$ cat src/hw/rtl/smle_pkg.sv
// shared constants, types and coefficient tables for the stellar lifetime evaluator
`default_nettype none
package smle_pkg;

    localparam int MASS_FRAC_BITS_DEF = 12;
    localparam int OUT_FRAC_BITS_DEF  = 24;
    localparam int MASS_W  = 24;
    localparam int RATIO_W = 16;
    localparam int OUT_W   = 40;
    localparam int LFRAC   = 24;
    localparam int NORM    = 30;
    localparam int NBANDS  = 5;

    localparam logic [OUT_W-1:0] OUT_MAX = '1;

    typedef enum logic [1:0] {
        ST_OK   = 2'd0,
        ST_NEG  = 2'd1,
        ST_ZERO = 2'd2,
        ST_SAT  = 2'd3
    } t_status;

    typedef struct packed {
        logic               neg;
        logic               zero;
        logic               hi;
        logic [RATIO_W-1:0] ratio;
    } t_side;

    // slopes in Q.16, intercepts as beta*log2(10) in Q.24
    localparam logic signed [18:0] ALPHA_Q16 [NBANDS] = '{
        -19'sd42893, -19'sd242483, -19'sd164495, -19'sd116654, -19'sd56361
    };
    localparam logic signed [31:0] BETA_Q24 [NBANDS] = '{
        32'sd55732705, 32'sd75239152, 32'sd42914183, 32'sd9474560, -32'sd52388743
    };
    localparam logic signed [18:0] HI_SLOPE_Q16 = -19'sd121242;
    localparam logic signed [31:0] HI_COEF_Q24  = 32'sd4412985;

    typedef logic [LFRAC:0][NORM:0] t_roots;

    function automatic logic [63:0] isqrt64(input logic [63:0] v);
        logic [63:0] res;
        logic [63:0] bt;
        logic [63:0] vv;
        res = '0;
        bt  = 64'd1 << 62;
        vv  = v;
        for (int i = 0; i < 32; i++) begin
            if (vv >= res + bt) begin
                vv  = vv - (res + bt);
                res = (res >> 1) + bt;
            end else begin
                res = res >> 1;
            end
            bt = bt >> 2;
        end
        return res;
    endfunction

    // 2^(2^-k) in Q1.30, by k successive truncating square roots of 2
    function automatic t_roots calc_roots();
        t_roots      tab;
        logic [63:0] r;
        tab = '0;
        r   = 64'd2 << NORM;
        for (int k = 1; k <= LFRAC; k++) begin
            r = isqrt64(r << NORM);
            tab[k] = r[NORM:0];
        end
        return tab;
    endfunction

    localparam t_roots EXP_ROOTS = calc_roots();

endpackage
`default_nettype wire

$ cat src/hw/rtl/smle_post.sv
// output scaling, high-mass offset, ratio scale, saturation and result register
`default_nettype none
module smle_post #(
    parameter int OUT_FRAC_BITS = smle_pkg::OUT_FRAC_BITS_DEF
) (
    input  wire logic                          i_clk,
    input  wire logic                          i_rst_n,
    input  wire logic                          i_en,
    input  wire logic                          i_valid,
    input  wire logic [smle_pkg::NORM:0]       i_acc,
    input  wire logic signed [15:0]            i_n,
    input  wire smle_pkg::t_side               i_side,
    output logic                               o_valid,
    output logic [smle_pkg::OUT_W-1:0]         o_lifetime_gyr,
    output logic [1:0]                         o_status
);
    localparam int OW = smle_pkg::OUT_W;
    localparam logic [63:0] C003 = ((64'd3 << OUT_FRAC_BITS) + 64'd500) / 64'd1000;

    logic signed [17:0] s;
    logic [17:0]        ns;
    logic [OW-1:0]      n_t1;
    logic               n_sat1;
    logic [OW:0]        t2;
    logic [44:0]        scaled;
    logic               sat4;

    logic               r_v1, r_v2, r_v3, r_vout;
    logic [OW-1:0]      r_t1, r_t2;
    logic               r_sat1, r_sat2, r_sat3;
    smle_pkg::t_side    r_side1, r_side2, r_side3;
    logic [56:0]        r_prod3;
    logic [OW-1:0]      r_life;
    logic [1:0]         r_stat;

    always_comb begin
        s      = 18'(i_n) + 18'(OUT_FRAC_BITS) - 18'(smle_pkg::NORM);
        ns     = -s;
        n_sat1 = 1'b0;
        if (!s[17]) begin
            if (s > 18'sd9) begin
                n_sat1 = 1'b1;
                n_t1   = smle_pkg::OUT_MAX;
            end else begin
                n_t1 = OW'(i_acc) << s[3:0];
            end
        end else if (ns >= 18'd31) begin
            n_t1 = '0;
        end else begin
            n_t1 = OW'(i_acc) >> ns[4:0];
        end
    end

    assign t2     = (OW+1)'(r_t1) + (r_side1.hi ? (OW+1)'(C003) : '0);
    assign scaled = r_prod3[56:12];
    assign sat4   = r_sat3 || (scaled > 45'(smle_pkg::OUT_MAX));

    always_ff @(posedge i_clk) begin
        if (!i_rst_n) begin
            r_v1   <= 1'b0;
            r_v2   <= 1'b0;
            r_v3   <= 1'b0;
            r_vout <= 1'b0;
        end else if (i_en) begin
            r_v1    <= i_valid;
            r_t1    <= n_t1;
            r_sat1  <= n_sat1;
            r_side1 <= i_side;

            r_v2    <= r_v1;
            r_t2    <= t2[OW-1:0];
            r_sat2  <= r_sat1 || t2[OW];
            r_side2 <= r_side1;

            r_v3    <= r_v2;
            r_prod3 <= 57'(r_t2) * 57'(17'd4096 + 17'(r_side2.ratio));
            r_sat3  <= r_sat2;
            r_side3 <= r_side2;

            r_vout  <= r_v3;
            if (r_side3.neg) begin
                r_life <= '0;
                r_stat <= smle_pkg::ST_NEG;
            end else if (r_side3.zero) begin
                r_life <= smle_pkg::OUT_MAX;
                r_stat <= smle_pkg::ST_ZERO;
            end else if (sat4) begin
                r_life <= smle_pkg::OUT_MAX;
                r_stat <= smle_pkg::ST_SAT;
            end else begin
                r_life <= scaled[OW-1:0];
                r_stat <= smle_pkg::ST_OK;
            end
        end
    end

    assign o_valid        = r_vout;
    assign o_lifetime_gyr = r_life;
    assign o_status       = r_stat;

endmodule
`default_nettype wire

$ cat config.mk
export PLATFORM = sky130hd
export DESIGN_NAME = smle_post
export DESIGN_NICKNAME = d
export VERILOG_FILES = /design/src/hw/rtl/smle_pkg.sv /design/src/hw/rtl/smle_post.sv
export SDC_FILE = /design/constraint.sdc
export NUM_CORES = 2
export LEC_CHECK = 0
export ABC_AREA = 1
export BUFFER_PORTS_ARGS = -buffer_cell sky130_fd_sc_hd__buf_2
export CAP_MARGIN = 20
export CORE_MARGIN = 2
export CORE_UTILIZATION = 55
export CTS_CLUSTER_DIAMETER = 60
export DETAILED_ROUTE_END_ITERATION = 12
export HOLD_SLACK_MARGIN = 0.1
export PLACE_DENSITY_LB_ADDON = 0.05
export SLEW_MARGIN = 25
export SYNTH_ARGS = -nofsm -noshare
export SYNTH_HDL_FRONTEND = slang
export SYNTH_SLANG_ARGS = --single-unit
$ cat constraint.sdc
create_clock -name i_clk -period 5.5 [get_ports i_clk]
set_input_delay 0.55 -clock i_clk [delete_from_list [all_inputs] [get_ports i_clk]]
set_output_delay 0.55 -clock i_clk [all_outputs]
set_load 0.02 [all_outputs]
; ---- Yosys cells after proc, flatten, opt, wreduce, memory -nomap -nowiden
; Index checks and enable logic that the tools add are counted.
[classes]
addsub = 5
mul = 1
order_cmp = 3
n_shift = 2
muxes = 9
n_reduce_logical = 3
[op_table]
columns = operator, n
row1 = 40-bit 2-to-1 mux, 5
row2 = 40-bit by 17-bit multiplier with 57-bit output, 1
row3 = "45-bit by 40-bit > comparator with 1-bit output, second input constant", 1
row4 = 40-bit by 16-bit adder with 41-bit output, 1
row5 = 31-bit by 4-bit left shift with 40-bit output, 1
row6 = 31-bit by 5-bit >> shifter with 40-bit output, 1
row7 = "18-bit by 5-bit >= comparator with 1-bit output, second input constant", 1
row8 = "18-bit by 5-bit > comparator with 1-bit output, second input constant", 1
row9 = 18-bit negator, 1
row10 = "17-bit by 6-bit subtractor with 18-bit output, second input constant", 1
row11 = "13-bit by 16-bit adder with 17-bit output, first input constant", 1
row12 = "16-bit by 6-bit adder with 17-bit output, second input constant", 1
row13 = 16-bit 2-to-1 mux, 1
row14 = 2-bit 2-to-1 mux, 2
row15 = 1-bit logical OR, 2
row16 = 2-bit AND reduction, 1
row17 = 1-bit 2-to-1 mux, 1
[totals]
ff_bits = 225

; ---- Depth between registers and ports, before layout
[depth]
word_depth = 6
depth_mapped = 31

; ---- Least setup slack after synthesis
; No wires, ideal clock.
[synth_timing]
path_kind = reg-to-reg
start = reg r_side2[13] (netlist name)
end = reg r_prod3[49], data pin
t_arrival_ns = 5.828
setup_slack_ns = -0.580
stages_incl_launch_ff = 29
n_path_buf = 1
synth_period_minus_slack_ns = 6.080
cell_sequence = edfxtp_1 > ha_1 > nand2_1 > inv_1 > nor2_1 > clkinv_1 > clkbuf_1 > nor2_1 > fa_1 > inv_1 > fa_1 > fa_1 > inv_1 > fa_1 > fa_1 > inv_1 > fa_1 > inv_1 > ha_1 > a21o_1 > a21oi_1 > o21ai_0 > a21oi_1 > nand3_1 > a21o_1 > nand2_1 > nand2_1 > nand2_1 > nand2_1
[synth_between]
elab_chain_cells = 2
[synth_rtl]
columns = item, line
row1 = "start, declared", smle_post.sv:31  ; smle_pkg::t_side r_side1, r_side2, r_side3;
row2 = "start signal, assigned", smle_post.sv:73  ; r_side2 <= r_side1;
row3 = 13-bit by 16-bit adder with 17-bit output, smle_post.sv:76  ; r_prod3 <= 57'(r_t2) * 57'(17'd4096 + 17'(r_side2.ratio));
row4 = 40-bit by 17-bit multiplier with 57-bit output, smle_post.sv:76
row5 = "end signal, assigned", smle_post.sv:76
row6 = "end, declared", smle_post.sv:32  ; logic [56:0] r_prod3;
; Every way passes these cells.
; A chain may end at the register's enable or synchronous reset.

; ---- Final worst setup path
[layout_timing]
start = reg r_side2[13] (netlist name)
end = reg r_prod3[51], data pin
; Same word-level chain as after synthesis.

==> impl_metrics.toml <==
[finish]
final_area_mm2 = 0.0414
final_cell_mix = "nand2_1, inv_1, fa_1"
final.fill_count = 5005
regArea_mm2 = 0.00636
post-route-util_pct = 68.5
final_common_cell = "nand2_1"
syn2layout_area_growth_pct = 22.9
diodes = 0
layout-drive-gt1-share_pct = 23.0
multiInputGateArea_mm2 = 0.0249
num-nets-final = 5460

[detailed_routing]
drtIter0Drc = 2062
final_antenna_net_count = 0
vias = 28487
drc_errors = 0
totalWireLength_um = 92800
wire_per_inst_um = 16.9
vias_per_cell = 5.20
dr.pass1.iters = 9

[timing]
rsz0062_at_grt = "true"
tightest_slew_ps = 925
slew_viol_final = 0
skew_ps = 15.0
fmax_mhz = 157
final-hold-violation-count = 0
fin_crit_ps = 6380
worst_slack_ps = -880
finalSetupViolCount = 41
period_share_pct = 116
relSlewSlack_pct = 38.3

[clock_tree]
clock-sinks = 213
clk_pin_slew_ps = 60
cts_made_buffers = 26
htreeDepth = 1
clk_latency_ps = 560
cts-hold-fix-buffers = 0
root_buffer = "clkbuf_16"
cts_max_path_buffers = 3
cts_tree = "done"

[run]
cap_viol_max_count = 0

[worst_setup_path]
cp-end-kind = "flip-flop"
critical_path_arrival_ps = 6680
reg2reg_from = "r_side2[13]"
timing.rr.end = "r_prod3[51]"
rr_worst_depth = 24
r2r_slack_ps = -880
crit_path_max_fanout = 5
worstSetupStartpointType = "flip-flop"
critical_path_class = "flip-flop to flip-flop"
required_ps = 5800

[yosys]
ys_ff_latch = 213
synth_top_area_cell = "fa_1"
ys.flop_type = "edfxtp_1"
avgSynthCellArea_um2 = 7.95
synthArstFlopShare_pct = 0
ys_top_cells_by_area = "fa_1, edfxtp_1, nand2_1, inv_1, ha_1"
synth_edf_count = 209
ys_types = 52
syn_nets = 5022
syn_inst = 4242
synth_seq_area_share_pct = 18.9
synth.top_cell.area_share_pct = 33.7
synthesis.area_mm2 = 0.0337
ys_warn_count = 0

[die]
die_x_um = 252
die_area_mm2 = 0.0633
std_cell_rows = 90
initial_core_util_pct = 55.7
io_pins = 113
coreArea_mm2 = 0.0605
die_h_um = 252

[global_route]
grt_antenna_before_repair = 2
grt_first_pass_wirelength_um = 150000
grt_pass1_vias = 28550
grt_max_degree = 108
grt_util_all_layers_pct = 29.9
grt_overflow_total = 0

[hold_path]
hold_class = "input pin to flip-flop"
whs_endpoint = "r_side1[13]"
hp-start = "i_side[13]"
min_path_cells = 1

[place]
detailed_place.area_mm2 = 0.0383
numPortBuffers = 112
place_hpwl_um = 77000
gp_congestion = 0.983
dp_slack_ps = -829

[outcome]
status = "finished with violations"
failed_checks = "setup timing"
worst max path at each step:
stage	startpoint	to	slack, ps	cells after the start
3_5_place_dp	r_side2[13]	r_prod3[49]	-830	29
5_1_grt	r_side2[13]	r_prod3[51]	-1020	26
4_1_cts	r_side2[13]	r_prod3[46]	-620	28
2_1_floorplan	r_side2[13]	r_prod3[49]	-210	28
6_report	r_side2[13]	r_prod3[51]	-880	24
3_3_place_gp	r_side2[13]	r_prod3[41]	-700	25
sequential cells by signal, indices dropped and copies added (netlist names):
name and count:
r_prod3 45, o_lifetime_gyr 40, r_t1 40, r_t2 40, r_side1 19, r_side2 18, o_status 2, r_side3 2
o_valid 1, r_sat1 1, r_sat2 1, r_sat3 1, r_v1 1, r_v2 1, r_v3 1
per-layer routing:
| layer | vias to the layer above | share of wire [%] | wire length [um] | global-route usage [%] |
|---|---|---|---|---|
| li1 | 13529 | - | - | - |
| met1 | 13861 | 44 | 41200 | 42.6 |
| met2 | 934 | 47 | 43200 | 49.1 |
| met3 | 159 | 6.5 | 6020 | 4.04 |
| met4 | 4 | 2.5 | 2360 | 6.39 |
| met5 | - | 0.025 | 23 | 0 |
logic make-up after synthesis:
kind of cell	synth area share, %
compound gates	6.92
mux	0.624
flops	18.9
buf+inv	13.2
xor+xnor	2.05
fa+ha+maj	39.0
simple gates	19.4
critical path, cell delays in order, from the launching register on:
cell	delay, ps
edfxtp_1	390
buf_4	130
buf_4	100
nand4_1	200
nand2_4	210
buf_6	110
buf_4	100
nor2_2	30
fa_1	490
inv_2	50
fa_2	570
fa_1	440
fa_2	550
fa_1	440
fa_1	630
inv_2	70
ha_4	230
a21o_4	220
a31oi_4	200
o21ai_2	100
a21oi_1	280
o21ai_1	160
nor2_1	160
nand2_2	70
xor2_1	160
repair_timing:
item                       4_1_cts  5_1_grt
setup endpoints to repair       41       44
resized for setup              252      249
cloned                           2        1
pin swaps                       73      144
hold endpoints to repair         0        0
setup buffers                   34       28
layout make-up:
class / count / share of cell area (%)
Clock buffer: 31 / 1.67
Clock inverter: 16 / 0.208
Inverter: 992 / 9.05
Multi-Input combinational cell: 2858 / 60.2
Sequential cell: 213 / 15.3
Tap cell: 782 / 2.36
Timing Repair Buffer: 588 / 11.1
Timing Repair inverter: 1 / 0.0151
per-stage QoR:
stage / cells / hold WS (ps) / setup TNS [ps]
2_1_floorplan: 4242 / 400 / -1040
3_3_place_gp: 5375 / 401 / -19510
3_5_place_dp: 5375 / 405 / -22540
4_1_cts: 5453 / 133 / -17720
5_1_grt: 5481 / 141 / -29700
6_report: 5481 / 166 / -21430
cells in the mapped netlist, types with 14 or more instances:
master / number
edfxtp_1: 209
fa_1: 568
a21oi_1: 73
xor2_1: 54
ha_1: 142
o21a_1: 14
a21o_1: 18
clkbuf_1: 163
mux2i_1: 21
o21ai_0: 230
nor3_1: 16
nand2_1: 1136
nand4_1: 28
nand3_1: 72
inv_1: 981
a31oi_1: 20
nor2_1: 321
xnor2_1: 25
Power is not shown: default switching activity piles up to over one toggle a cycle in this logic, so the estimate is an artifact.
